===== src/hdl/sset_pkg.sv =====
// Shared types and codes for the sorted set block.
// No dependencies; imported by the comparator and the top level.
package sset_pkg;

	localparam int unsigned SSET_CAPACITY = 16;
	localparam int unsigned VALUE_W       = 32;

	// Item kinds
	typedef logic [1:0] kind_t;
	localparam kind_t KIND_INSERT  = 2'd0;
	localparam kind_t KIND_DELETE  = 2'd1;
	localparam kind_t KIND_READOUT = 2'd2;
	localparam kind_t KIND_UNUSED  = 2'd3;

	// Result status codes
	typedef logic [2:0] status_t;
	localparam status_t ST_INSERTED  = 3'd0;
	localparam status_t ST_DUPLICATE = 3'd1;
	localparam status_t ST_FULL      = 3'd2;
	localparam status_t ST_DELETED   = 3'd3;
	localparam status_t ST_NOTFOUND  = 3'd4;
	localparam status_t ST_ENTRY     = 3'd5;
	localparam status_t ST_EMPTY     = 3'd6;

	// Comparator flags handed to the sequencer
	typedef struct packed {
		logic eq;
		logic ahead;
	} cmp_res_t;

endpackage


===== src/hdl/sorted_set_insert_delete.sv =====
// Top level of the sorted set: sequencer, entry RAM and shared comparator.
// Depends on sset_pkg, sset_ram and sset_cmp.
//
// Keeps up to CAPACITY distinct signed 32-bit values packed in one RAM, in
// ascending order (order_mode 0) or descending order (order_mode 1); a mode
// change leaves stored entries where they are. Each input item is handled
// alone and item_stall stays high until its work is done. An insert or a
// delete scans all stored entries through one comparator, one entry a cycle,
// then moves the entries behind the position one place a cycle through the
// RAM's single read and write ports; a duplicate, a full set or a missing
// value writes nothing. A readout reads each stored entry from the RAM and
// then loads it into the output register, or loads the single empty result
// when the set is empty. The input is free again once the final result is
// loaded; a stalled output holds the sequencer until it can load. Kind 3 is
// taken and dropped with no result. The finished result sits in an output
// register, so the next item can be taken while it waits.
module sorted_set_insert_delete
	import sset_pkg::*;
#(
	parameter int unsigned CAPACITY = SSET_CAPACITY,
	parameter int unsigned CNT_W    = $clog2(CAPACITY + 1)
) (
	input  logic                      clk,
	input  logic                      arst_n,
	// Configuration
	input  logic                      cfg_wr_en,
	input  logic                      cfg_wr_data,
	// Input items
	input  logic                      item_valid,
	output logic                      item_stall,
	input  logic [1:0]                kind,
	input  logic signed [VALUE_W-1:0] value,
	// Result items
	output logic                      result_valid,
	input  logic                      result_stall,
	output logic [2:0]                status,
	output logic signed [VALUE_W-1:0] entry_value,
	output logic [CNT_W-1:0]          entry_count,
	output logic                      last
);

	localparam int unsigned ADDR_W = $clog2(CAPACITY);
	localparam logic [CNT_W-1:0] CAP_CNT = CNT_W'(CAPACITY);
	localparam logic [CNT_W-1:0] ONE     = CNT_W'(1);

	typedef enum logic [7:0] {
		S_IDLE     = 8'b0000_0001,
		S_SCAN     = 8'b0000_0010,
		S_DECIDE   = 8'b0000_0100,
		S_SHIFT    = 8'b0000_1000,
		S_FINISH   = 8'b0001_0000,
		S_RESP     = 8'b0010_0000,
		S_EMIT_RD  = 8'b0100_0000,
		S_EMIT_OUT = 8'b1000_0000
	} state_t;

	// Control state
	state_t           state_q;
	logic             order_mode_q;
	logic [CNT_W-1:0] count_q;
	logic             out_valid_q;

	// Working registers of the current item
	kind_t                      kind_q;
	logic signed [VALUE_W-1:0]  value_q;
	logic [CNT_W-1:0]           idx_q;
	logic                       cmp_vld_q;
	logic [CNT_W-1:0]           cmp_idx_q;
	logic                       match_q;
	logic [CNT_W-1:0]           mpos_q;
	logic                       ins_found_q;
	logic [CNT_W-1:0]           ipos_q;
	logic [CNT_W-1:0]           pos_q;
	logic [CNT_W-1:0]           sidx_q;
	logic [CNT_W-1:0]           nleft_q;
	logic                       pend_q;
	logic [ADDR_W-1:0]          pend_dst_q;
	status_t                    resp_status_q;

	// Output register payload
	status_t                    status_q;
	logic signed [VALUE_W-1:0]  entry_value_q;
	logic [CNT_W-1:0]           entry_count_q;
	logic                       last_q;

	// Datapath nets
	logic                       accept;
	logic                       out_free;
	logic                       out_load;
	status_t                    out_status_d;
	logic signed [VALUE_W-1:0]  out_value_d;
	logic                       out_last_d;
	logic                       emit_last;
	logic                       scan_more;
	logic [CNT_W-1:0]           ins_pos;
	logic                       ram_wr_en;
	logic [ADDR_W-1:0]          ram_wr_addr;
	logic [VALUE_W-1:0]         ram_wr_data;
	logic [ADDR_W-1:0]          ram_rd_addr;
	logic [VALUE_W-1:0]         ram_rd_data;
	cmp_res_t                   cmp_res;

	assign item_stall = (state_q != S_IDLE);
	assign accept     = item_valid && !item_stall;
	assign out_free   = !out_valid_q || !result_stall;
	assign emit_last  = ((idx_q + ONE) == count_q);
	assign scan_more  = (idx_q < count_q);
	assign ins_pos    = ins_found_q ? ipos_q : count_q;

	// Entry store
	sset_ram #(
		.WIDTH (VALUE_W),
		.DEPTH (CAPACITY),
		.ADDR_W(ADDR_W)
	) u_ram (
		.clk    (clk),
		.wr_en  (ram_wr_en),
		.wr_addr(ram_wr_addr),
		.wr_data(ram_wr_data),
		.rd_addr(ram_rd_addr),
		.rd_data(ram_rd_data)
	);

	// Shared comparator: item value against the entry just read
	sset_cmp u_cmp (
		.a      (value_q),
		.b      ($signed(ram_rd_data)),
		.descend(order_mode_q),
		.res    (cmp_res)
	);

	// Drive RAM ports: shift moves read data, finish places an inserted value
	always_comb begin
		ram_rd_addr = (state_q == S_SHIFT) ? sidx_q[ADDR_W-1:0] : idx_q[ADDR_W-1:0];
		ram_wr_en   = ((state_q == S_SHIFT) && pend_q) ||
		              ((state_q == S_FINISH) && (kind_q == KIND_INSERT));
		ram_wr_addr = (state_q == S_FINISH) ? pos_q[ADDR_W-1:0] : pend_dst_q;
		ram_wr_data = (state_q == S_FINISH) ? value_q : ram_rd_data;
	end

	// Select what goes into the output register
	always_comb begin
		out_load     = 1'b0;
		out_status_d = resp_status_q;
		out_value_d  = '0;
		out_last_d   = 1'b1;
		if ((state_q == S_RESP) && out_free) begin
			out_load = 1'b1;
		end else if ((state_q == S_EMIT_OUT) && out_free) begin
			out_load     = 1'b1;
			out_status_d = ST_ENTRY;
			out_value_d  = $signed(ram_rd_data);
			out_last_d   = emit_last;
		end
	end

	// Sequencer, count and mode register
	always_ff @(posedge clk or negedge arst_n) begin
		if (!arst_n) begin
			state_q      <= S_IDLE;
			order_mode_q <= 1'b0;
			count_q      <= '0;
		end else begin
			if (cfg_wr_en) begin
				order_mode_q <= cfg_wr_data;
			end
			unique case (state_q)
				S_IDLE: begin
					if (accept) begin
						unique case (kind)
							KIND_INSERT,
							KIND_DELETE:  state_q <= S_SCAN;
							KIND_READOUT: state_q <= (count_q == '0) ? S_RESP : S_EMIT_RD;
							KIND_UNUSED:  state_q <= S_IDLE;
						endcase
					end
				end
				S_SCAN: begin
					if (!scan_more && !cmp_vld_q) begin
						state_q <= S_DECIDE;
					end
				end
				S_DECIDE: begin
					if (kind_q == KIND_INSERT) begin
						state_q <= (match_q || (count_q >= CAP_CNT)) ? S_RESP : S_SHIFT;
					end else begin
						state_q <= match_q ? S_SHIFT : S_RESP;
					end
				end
				S_SHIFT: begin
					if ((nleft_q == '0) && !pend_q) begin
						state_q <= S_FINISH;
					end
				end
				S_FINISH: begin
					count_q <= (kind_q == KIND_INSERT) ? (count_q + ONE) : (count_q - ONE);
					state_q <= S_RESP;
				end
				S_RESP: begin
					if (out_free) begin
						state_q <= S_IDLE;
					end
				end
				S_EMIT_RD: begin
					state_q <= S_EMIT_OUT;
				end
				S_EMIT_OUT: begin
					if (out_free) begin
						state_q <= emit_last ? S_IDLE : S_EMIT_RD;
					end
				end
				default: begin
					state_q <= S_IDLE;
				end
			endcase
		end
	end

	// Working registers of the item under way
	always_ff @(posedge clk) begin
		unique case (state_q)
			S_IDLE: begin
				if (accept) begin
					kind_q        <= kind;
					value_q       <= value;
					idx_q         <= '0;
					cmp_vld_q     <= 1'b0;
					match_q       <= 1'b0;
					ins_found_q   <= 1'b0;
					resp_status_q <= ST_EMPTY;
				end
			end
			S_SCAN: begin
				// Issue one read a cycle, compare the entry read the cycle before
				if (scan_more) begin
					idx_q <= idx_q + ONE;
				end
				cmp_vld_q <= scan_more;
				cmp_idx_q <= idx_q;
				if (cmp_vld_q) begin
					if (cmp_res.eq && !match_q) begin
						match_q <= 1'b1;
						mpos_q  <= cmp_idx_q;
					end
					if (cmp_res.ahead && !ins_found_q) begin
						ins_found_q <= 1'b1;
						ipos_q      <= cmp_idx_q;
					end
				end
			end
			S_DECIDE: begin
				pend_q <= 1'b0;
				if (kind_q == KIND_INSERT) begin
					if (match_q) begin
						resp_status_q <= ST_DUPLICATE;
					end else if (count_q >= CAP_CNT) begin
						resp_status_q <= ST_FULL;
					end else begin
						// Open a gap at the position: move entries up, last first
						resp_status_q <= ST_INSERTED;
						pos_q         <= ins_pos;
						sidx_q        <= count_q - ONE;
						nleft_q       <= count_q - ins_pos;
					end
				end else begin
					if (!match_q) begin
						resp_status_q <= ST_NOTFOUND;
					end else begin
						// Close the gap: move entries behind the match down
						resp_status_q <= ST_DELETED;
						pos_q         <= mpos_q;
						sidx_q        <= mpos_q + ONE;
						nleft_q       <= count_q - mpos_q - ONE;
					end
				end
			end
			S_SHIFT: begin
				// Read one source a cycle, write it one place over next cycle
				if (nleft_q != '0) begin
					nleft_q <= nleft_q - ONE;
					pend_q  <= 1'b1;
					if (kind_q == KIND_INSERT) begin
						pend_dst_q <= ADDR_W'(sidx_q + ONE);
						sidx_q     <= sidx_q - ONE;
					end else begin
						pend_dst_q <= ADDR_W'(sidx_q - ONE);
						sidx_q     <= sidx_q + ONE;
					end
				end else begin
					pend_q <= 1'b0;
				end
			end
			S_EMIT_OUT: begin
				if (out_free) begin
					idx_q <= idx_q + ONE;
				end
			end
			S_FINISH,
			S_RESP,
			S_EMIT_RD: begin
			end
			default: begin
			end
		endcase
	end

	// Output register: load a result, drop it once taken
	always_ff @(posedge clk or negedge arst_n) begin
		if (!arst_n) begin
			out_valid_q <= 1'b0;
		end else if (out_load) begin
			out_valid_q <= 1'b1;
		end else if (!result_stall) begin
			out_valid_q <= 1'b0;
		end
	end

	// Hold result payload until the next load
	always_ff @(posedge clk) begin
		if (out_load) begin
			status_q      <= out_status_d;
			entry_value_q <= out_value_d;
			entry_count_q <= count_q;
			last_q        <= out_last_d;
		end
	end

	assign result_valid = out_valid_q;
	assign status       = status_q;
	assign entry_value  = entry_value_q;
	assign entry_count  = entry_count_q;
	assign last         = last_q;

endmodule


===== src/hdl/sset_ram.sv =====
// Generic simple dual-port RAM: one write port, one read port, registered read.
// No dependencies.
module sset_ram #(
	parameter int unsigned WIDTH  = 32,
	parameter int unsigned DEPTH  = 16,
	parameter int unsigned ADDR_W = (DEPTH > 1) ? $clog2(DEPTH) : 1
) (
	input  logic              clk,
	input  logic              wr_en,
	input  logic [ADDR_W-1:0] wr_addr,
	input  logic [WIDTH-1:0]  wr_data,
	input  logic [ADDR_W-1:0] rd_addr,
	output logic [WIDTH-1:0]  rd_data
);

	logic [WIDTH-1:0] mem_q [DEPTH];
	logic [WIDTH-1:0] rd_data_q;

	// Write and registered read
	always_ff @(posedge clk) begin
		if (wr_en) begin
			mem_q[wr_addr] <= wr_data;
		end
		rd_data_q <= mem_q[rd_addr];
	end

	assign rd_data = rd_data_q;

endmodule


===== src/hdl/sset_cmp.sv =====
// Shared signed comparator: equality and order under the current direction.
// Depends on sset_pkg for the value width and the flag struct.
module sset_cmp
	import sset_pkg::*;
(
	input  logic signed [VALUE_W-1:0] a,
	input  logic signed [VALUE_W-1:0] b,
	input  logic                      descend,
	output cmp_res_t                  res
);

	// Flag a as equal to b, and a as standing before b
	always_comb begin
		res.eq    = (a == b);
		res.ahead = descend ? (a > b) : (a < b);
	end

endmodule

===== config.mk =====
export PLATFORM = sky130hd
export DESIGN_NAME = sorted_set_insert_delete
export DESIGN_NICKNAME = d
export VERILOG_FILES = /design/src/hdl/sset_pkg.sv /design/src/hdl/sorted_set_insert_delete.sv /design/src/hdl/sset_ram.sv /design/src/hdl/sset_cmp.sv
export SDC_FILE = /design/constraint.sdc
export NUM_CORES = 1
export LEC_CHECK = 0
export BUFFER_PORTS_ARGS = -buffer_cell sky130_fd_sc_hd__buf_4
export CAP_MARGIN = 20
export CORE_MARGIN = 5
export CORE_UTILIZATION = 50
export CTS_BUF_LIST = sky130_fd_sc_hd__clkbuf_4 sky130_fd_sc_hd__clkbuf_8 sky130_fd_sc_hd__clkbuf_16
export DETAILED_ROUTE_END_ITERATION = 6
export GPL_TIMING_DRIVEN = 1
export PLACE_DENSITY = 0.66
export SLEW_MARGIN = 10
export SYNTH_ARGS = -nofsm -noshare
export SYNTH_HDL_FRONTEND = slang
export SYNTH_SLANG_ARGS = --single-unit

===== constraint.sdc =====
create_clock -name clk -period 5.8 [get_ports clk]
set_input_delay 1.45 -clock clk [delete_from_list [all_inputs] [get_ports clk]]
set_output_delay 1.45 -clock clk [all_outputs]
set_load 0.02 [all_outputs]

==> flow_summary.toml, run 1 <==
[status]
status = "finished clean"

[run]
drv_cap = 0

[critical_path]
worstSetupPathType = "flop to flop"
crit_path_max_fanout = 32
r2r-end = "u_ram.mem_q[4][0]"
startpoint_type = "flop"
crit_path_max_incr_delay_ns = 0.95
crit_buf_inv = 0
r2r_slack_ns = 1.79
cp-end-kind = "flop"
slowest_stage = "nor2_4"
crit_chain = "or4_1 -> nor3_1 -> nand3b_1 -> a21oi_1 -> o2bb2ai_1 -> nand2_1 -> nor2_4"
regToRegStartpoint = "state_q[1]"
crit_family = "simple AND/OR/NAND/NOR gates"
arrival_ns = 4.21
cp.required_ns = 6.00
rr_worst_depth = 7

[clock_tree]
path_clk_slew_ns = 0.06
postCtsSetupRepairBufs = 0
insertion_delay_ns = 0.60
cts_tree = "done"
cts-root-buf = "clkbuf_16"
cts_buffer_depth = 3
htree_levels = 3
ctsHoldBuffers = 0
numCtsBuffers = 72
clock-sinks = 678
post_cts_resized = 0

[floorplan]
rows = 88
core_area_um2 = 57400
initial_core_util = 0.502
io_pins = 83
die_y_um = 250
die_w_um = 250
die_area_um2 = 62500

[power]
leakage_nw = 11.7
p_total_w = 0.0157
pwr_density_cell_nw_per_um2 = 477
peakVddDrop_v = 0.000261

[sta]
finClkSkew_ns = 0.0267
hold-worst-slack_ns = 0.451
fin_setup_tns_ns = 0
relSlewSlack = 0.242
report.final.slew_viol_count = 0
report.final.hold_viol_count = 0
setup_viol = 0
fin_crit_sh = 0.691
rsz0062_at_grt = "no"
min_period_ns = 4.01
fmax_ghz = 0.249
worstMarginPinSlew_ns = 1.14

[logic_synthesis]
synth_top_family_by_area = "simple AND/OR/NAND/NOR gates"
ys_ff_latch = 678
synth_edf_count = 631
async_reset_ff_frac = 0.0221
synth_cells = 2218
synthAdderAreaFrac = 0.0257
syn_avg_cell_area_um2 = 13.0
yosys.cell_types.count = 67
netlist_area_um2 = 28800
synth_xor_area_frac = 0.0100
ys.flop_type = "edfxtp_1"
synth_compound_area_frac = 0.0856
yosysWarnings = 0
synth_top_area_frac = 0.658
yosysSeqAreaShare = 0.693
yosys-mux-area-fraction = 0.0305
yosysTopAreaCell = "edfxtp_1"
ys_top_cells_by_area = "edfxtp_1 (66%), nand2_1 (5.9%), ha_1 (2.4%)"
syn_nets = 2316
synthSimpleGateAreaFrac = 0.126

[layout]
diodes = 0
layout.nets = 2387
syn_to_final_growth_pct = 14.1
drive_gt1_frac = 0.134

[worst_hold_path]
hp-start = "cmp_idx_q[3]"
hold_path_end = "mpos_q[3]"
whs_path_depth = 0
min_path_type = "flop to flop"

[detailed_routing]
num_vias = 18700
routed_wl_um = 74500
drc_errors = 0
antenna_left = 0
wl_per_cell_um = 24.0
drt_iter0_drc = 2039
routed_via_density = 6.00
dr.pass1.iters = 6

[global_routing]
antenna_found_initial = 1
globalRouteOverflowTotal = 0
grt_max_degree = 88
track_usage = 0.232
grt_pass1_vias = 18200
grt_pass1_wl_um = 111000

[placed_design]
detailed_place_hpwl_um = 47100
portBuffers = 82
place.gp.congestion = 0.880
-- worst max path at each step --
stage	slack, ns	depth (start not counted)	end	from
floorplan	1.85	4	entry_count[0]	state_q[1]
global placement	1.96	7	u_ram.mem_q[8][15]	state_q[1]
detailed placement	1.83	7	u_ram.mem_q[0][3]	state_q[1]
CTS	1.80	7	u_ram.mem_q[0][29]	state_q[1]
global route	1.62	7	u_ram.mem_q[4][0]	state_q[1]
finish	1.79	7	u_ram.mem_q[4][0]	state_q[1]
-- worst reg2reg max path, cell delays in order (launching register included) --
cell and delay (ns):
dfrtp_1 0.40, or4_1 0.56, nor3_1 0.28, nand3b_1 0.53, a21oi_1 0.38, o2bb2ai_1 0.20, nand2_1 0.29, nor2_4 0.95
-- routing by layer --
layer	GRT usage	vias up	part of all wire
li1	-	8391	-
met4	0.0689	0	0.023
met1	0.330	9315	0.42
met3	0.0413	124	0.085
met2	0.370	822	0.47
met5	0	-	0
-- state kept, by name, indices dropped and copies added (netlist names), 2 cells and up --
register	cells
u_ram.mem_q	512
entry_value	32
u_ram.rd_data	32
value_q	32
state_q	8
cmp_idx_q	5
count_q	5
entry_count	5
idx_q	5
ipos_q	5
mpos_q	5
nleft_q	5
pend_dst_q	4
pos_q	4
sidx_q	4
resp_status_q	3
status	3
kind_q	2
-- placed cells by master, fill, tap and decap left out, types with 5 or more instances in the layout --
cell       instances
edfxtp_1         631
nand2_1          449
nand3_1          121
a21oi_1          117
buf_4            108
clkbuf_16         78
inv_1             59
a31oi_1           59
ha_1              56
nand4_1           54
nor2_1            47
mux2i_1           45
a21o_1            43
and2_1            36
mux2_2            34
dfxtp_1           32
a211oi_1          23
nor4_1            22
o211ai_1          21
o21ai_0           21
xnor2_1           20
o22ai_1           20
a311oi_1          18
o21a_1            17
nor2_4            16
o32a_1            15
dfrtp_1           14
xor2_1            13
clkbuf_4          12
nor2b_1           11
nor3_1            10
clkinv_2          10
buf_12            10
nand2b_1           9
clkbuf_8           9
clkinv_1           9
buf_16             5
-- kinds of logic (layout without fill, tap and decap cells) --
group | count (synthesis) | after routing
buffers and inverters | 189 | 314
and+or+nand+nor | 803 | 803
muxes | 82 | 82
adders and majority gates | 58 | 58
xor gates and xnor gates | 33 | 33
AOI/OAI and AO/OA | 375 | 375
DFF | 678 | 678
-- power by group --
part           total, W  internal [W]  switching, W
combinational   0.00466       0.00141       0.00326
sequential      0.00649       0.00621      0.000281
clock           0.00453       0.00266       0.00186
-- synthesized netlist by cell type, types with 4 or more instances --
cell	count
a21o_1	43
buf_1	7
and2_1	35
o21a_1	17
nand2b_1	9
o211ai_1	21
nor3_1	10
a311oi_1	18
nor2b_1	11
dfxtp_1	32
o21ai_0	21
mux2_2	34
nand3_1	121
clkbuf_1	54
dfrtp_1	14
edfxtp_1	631
nor2_1	65
a21oi_1	118
a31oi_1	60
o32a_1	15
nor4_1	22
buf_4	13
xnor2_1	20
xor2_1	13
nand4_1	54
a211oi_1	23
ha_1	56
o22ai_1	20
nand3b_1	4
inv_1	60
mux2i_1	46
nand2_1	449
buf_2	50
-- layout make-up --
type / count / area (µm²)
Clock buffer: 99 / 2170
Clock inverter: 29 / 194
Fill cell: 4458 / 24500
Inverter: 63 / 236
Multi-Input combinational cell: 1351 / 8180
Sequential cell: 678 / 20000
Tap cell: 765 / 957
Timing Repair Buffer: 123 / 1150
-- through the flow --
stage / setup slack [ns] / cell area [µm²] / util / std cells
floorplan: 1.85 / 28800 / - / 2218
global placement: 1.96 / 30200 / 0.527 / 2969
detailed placement: 1.83 / 30300 / 0.528 / 2971
CTS: 1.80 / 32600 / 0.569 / 3099
global route: 1.62 / 32900 / 0.573 / 3108
finish: 1.79 / 32900 / 0.573 / 3108
Note: power is estimated with default switching activity, not from simulation.
==> inputs of run 2 (changes only) <==
==> constraint.sdc (replaced) <==
create_clock -name clk -period 4.05 [get_ports clk]
set_input_delay 1.0125 -clock clk [delete_from_list [all_inputs] [get_ports clk]]
set_output_delay 1.0125 -clock clk [all_outputs]
set_load 0.02 [all_outputs]
==> flow_summary.toml, run 2 (synthesized netlist as in run 1, its figures left out) <==
[status]
status = "finished clean"

[detailed_routing]
drc_errors = 0
wl_per_cell_um = 24.3
drt_iter0_drc = 1928
num_vias = 18900
dr.pass1.iters = 5
routed_via_density = 6.02
antenna_left = 0
routed_wl_um = 76100

[layout]
layout_common_cells = "edfxtp_1 (631), nand2_1 (449), buf_4 (135)"
final_cells = 3135
syn_to_final_growth_pct = 14.7
largest_register = "u_ram.mem_q"
final_cell_area_um2 = 33000
largest_reg_flops = 512
drive_gt1_frac = 0.145
layout.nets = 2413
diodes = 0
final_common_cell = "edfxtp_1"

[placed_design]
post-place-cells = 3008
portBuffers = 82
place.gp.congestion = 0.851
detailed_place_hpwl_um = 46900
placed_cell_area_um2 = 30700
pre_cts_ws_ns = 0.410

[power]
seqPwrFrac = 0.412
p_comb_frac = 0.299
p_int_w = 0.0149
switching_share = 0.338
peakVddDrop_v = 0.000356
pwr-share-clk = 0.289
pwr_density_cell_nw_per_um2 = 682
p_switching_w = 0.00762
leakage_nw = 11.8

[clock_tree]
cts_buffer_depth = 3
htree_levels = 3
cts-root-buf = "clkbuf_16"
numCtsBuffers = 69
clock-sinks = 678
ctsHoldBuffers = 0
postCtsSetupRepairBufs = 0
post_cts_resized = 0
insertion_delay_ns = 0.60
path_clk_slew_ns = 0.06
cts_tree = "done"

[sta]
report.final.hold_viol_count = 0
fin_setup_tns_ns = 0
setup_viol = 0
fin_crit_sh = 0.921
fmax_ghz = 0.268
report.final.slew_viol_count = 0
finClkSkew_ns = 0.0181
rsz0062_at_grt = "no"
fin_ws_ns = 0.318
min_period_ns = 3.73
worstMarginPinSlew_ns = 1.02
relSlewSlack = 0.318

[global_routing]
track_usage = 0.238
globalRouteOverflowTotal = 0
grt_pass1_vias = 18400
grt_pass1_wl_um = 114000
antenna_found_initial = 1
grt_max_degree = 94

[critical_path]
regToRegStartpoint = "state_q[1]"
startpoint_type = "flop"
crit_path_max_fanout = 33
worstSetupPathType = "flop to flop"
slowest_stage = "or4_1"
crit_chain = "or4_1 -> nor3_1 -> nand3b_1 -> buf_4 -> nor3b_1 -> a31oi_1 -> nor2_4 -> buf_12"
cp.required_ns = 4.33
cp-startpoint = "state_q[1]"
cp-end-kind = "flop"
arrival_ns = 4.01
crit_path_max_incr_delay_ns = 0.58

[floorplan]
io_pins = 83
die_y_um = 250
die_w_um = 250
die_area_um2 = 62500
rows = 88
initial_core_util = 0.502
core_area_um2 = 57400

[worst_hold_path]
min_path_type = "input port to asynchronous set/reset pin"

[run]
drv_cap = 0
## run 2: cell count changes in the layout (fill, tap and decap cells not counted), moves of 5 or more
cell       change
clkbuf_16      -6
clkbuf_4       +9
bufinv_16      +5
buf_4         +27
buf_12         +6
buf_16         -5
## run 2: critical path: cells and delay by family, from the launching register on
family,cells,cell delay (ns)
AND/OR/NAND/NOR,5,2.03
buffers and inverters,2,0.72
flip-flops,1,0.41
AO/OA/AOI/OAI,1,0.21
## run 2: path summary, 6_finish.rpt
kind | depth (start not counted) | to | slack, ns
max reg2reg | 8 | u_ram.mem_q[11][19] | 0.32
max in group asynchronous | 1 | state_q[0] | 3.51
min reg2reg | 0 | ipos_q[3] | 0.45
min in group clk | 0 | ipos_q[3] | 0.45
max | 8 | u_ram.mem_q[11][19] | 0.32
min | 1 | state_q[2] | 0.28
## run 2: final cells by class
class | instances | area (µm²)
Multi-Input combinational cell | 1351 | 8180
Timing Repair Buffer | 152 | 1350
Sequential cell | 678 | 20000
Inverter | 63 | 236
Clock buffer | 98 | 2030
Clock inverter | 28 | 310
Fill cell | 4445 | 24300
Tap cell | 765 | 957
## run 2: metal layers
metal / vias to the layer above / wire [µm] / GRT usage
li1: 8464 / - / -
met1: 9381 / 31700 / 0.331
met2: 883 / 35300 / 0.377
met3: 137 / 6730 / 0.0526
met4: 0 / 2330 / 0.0809
met5: - / 0 / 0
## run 2: metrics by stage
stage | hold slack, ns | total power (W) | utilization
detailed placement | 0.439 | 0.0161 | 0.535
finish | 0.279 | 0.0225 | 0.576
global route | 0.277 | 0.0235 | 0.576
CTS | 0.251 | 0.0226 | 0.576
global placement | 0.429 | 0.0159 | 0.535
floorplan | 0.421 | 0.0134 | -
## run 2: power groups by stage
stage / Sequential [W] / Clock, W / Combinational (W)
floorplan: 0.00922 / 0 / 0.00422
global route: 0.00932 / 0.00691 / 0.00730
global placement: 0.00941 / 0 / 0.00651
finish: 0.00928 / 0.00650 / 0.00674
CTS: 0.00927 / 0.00661 / 0.00668
detailed placement: 0.00941 / 0 / 0.00665
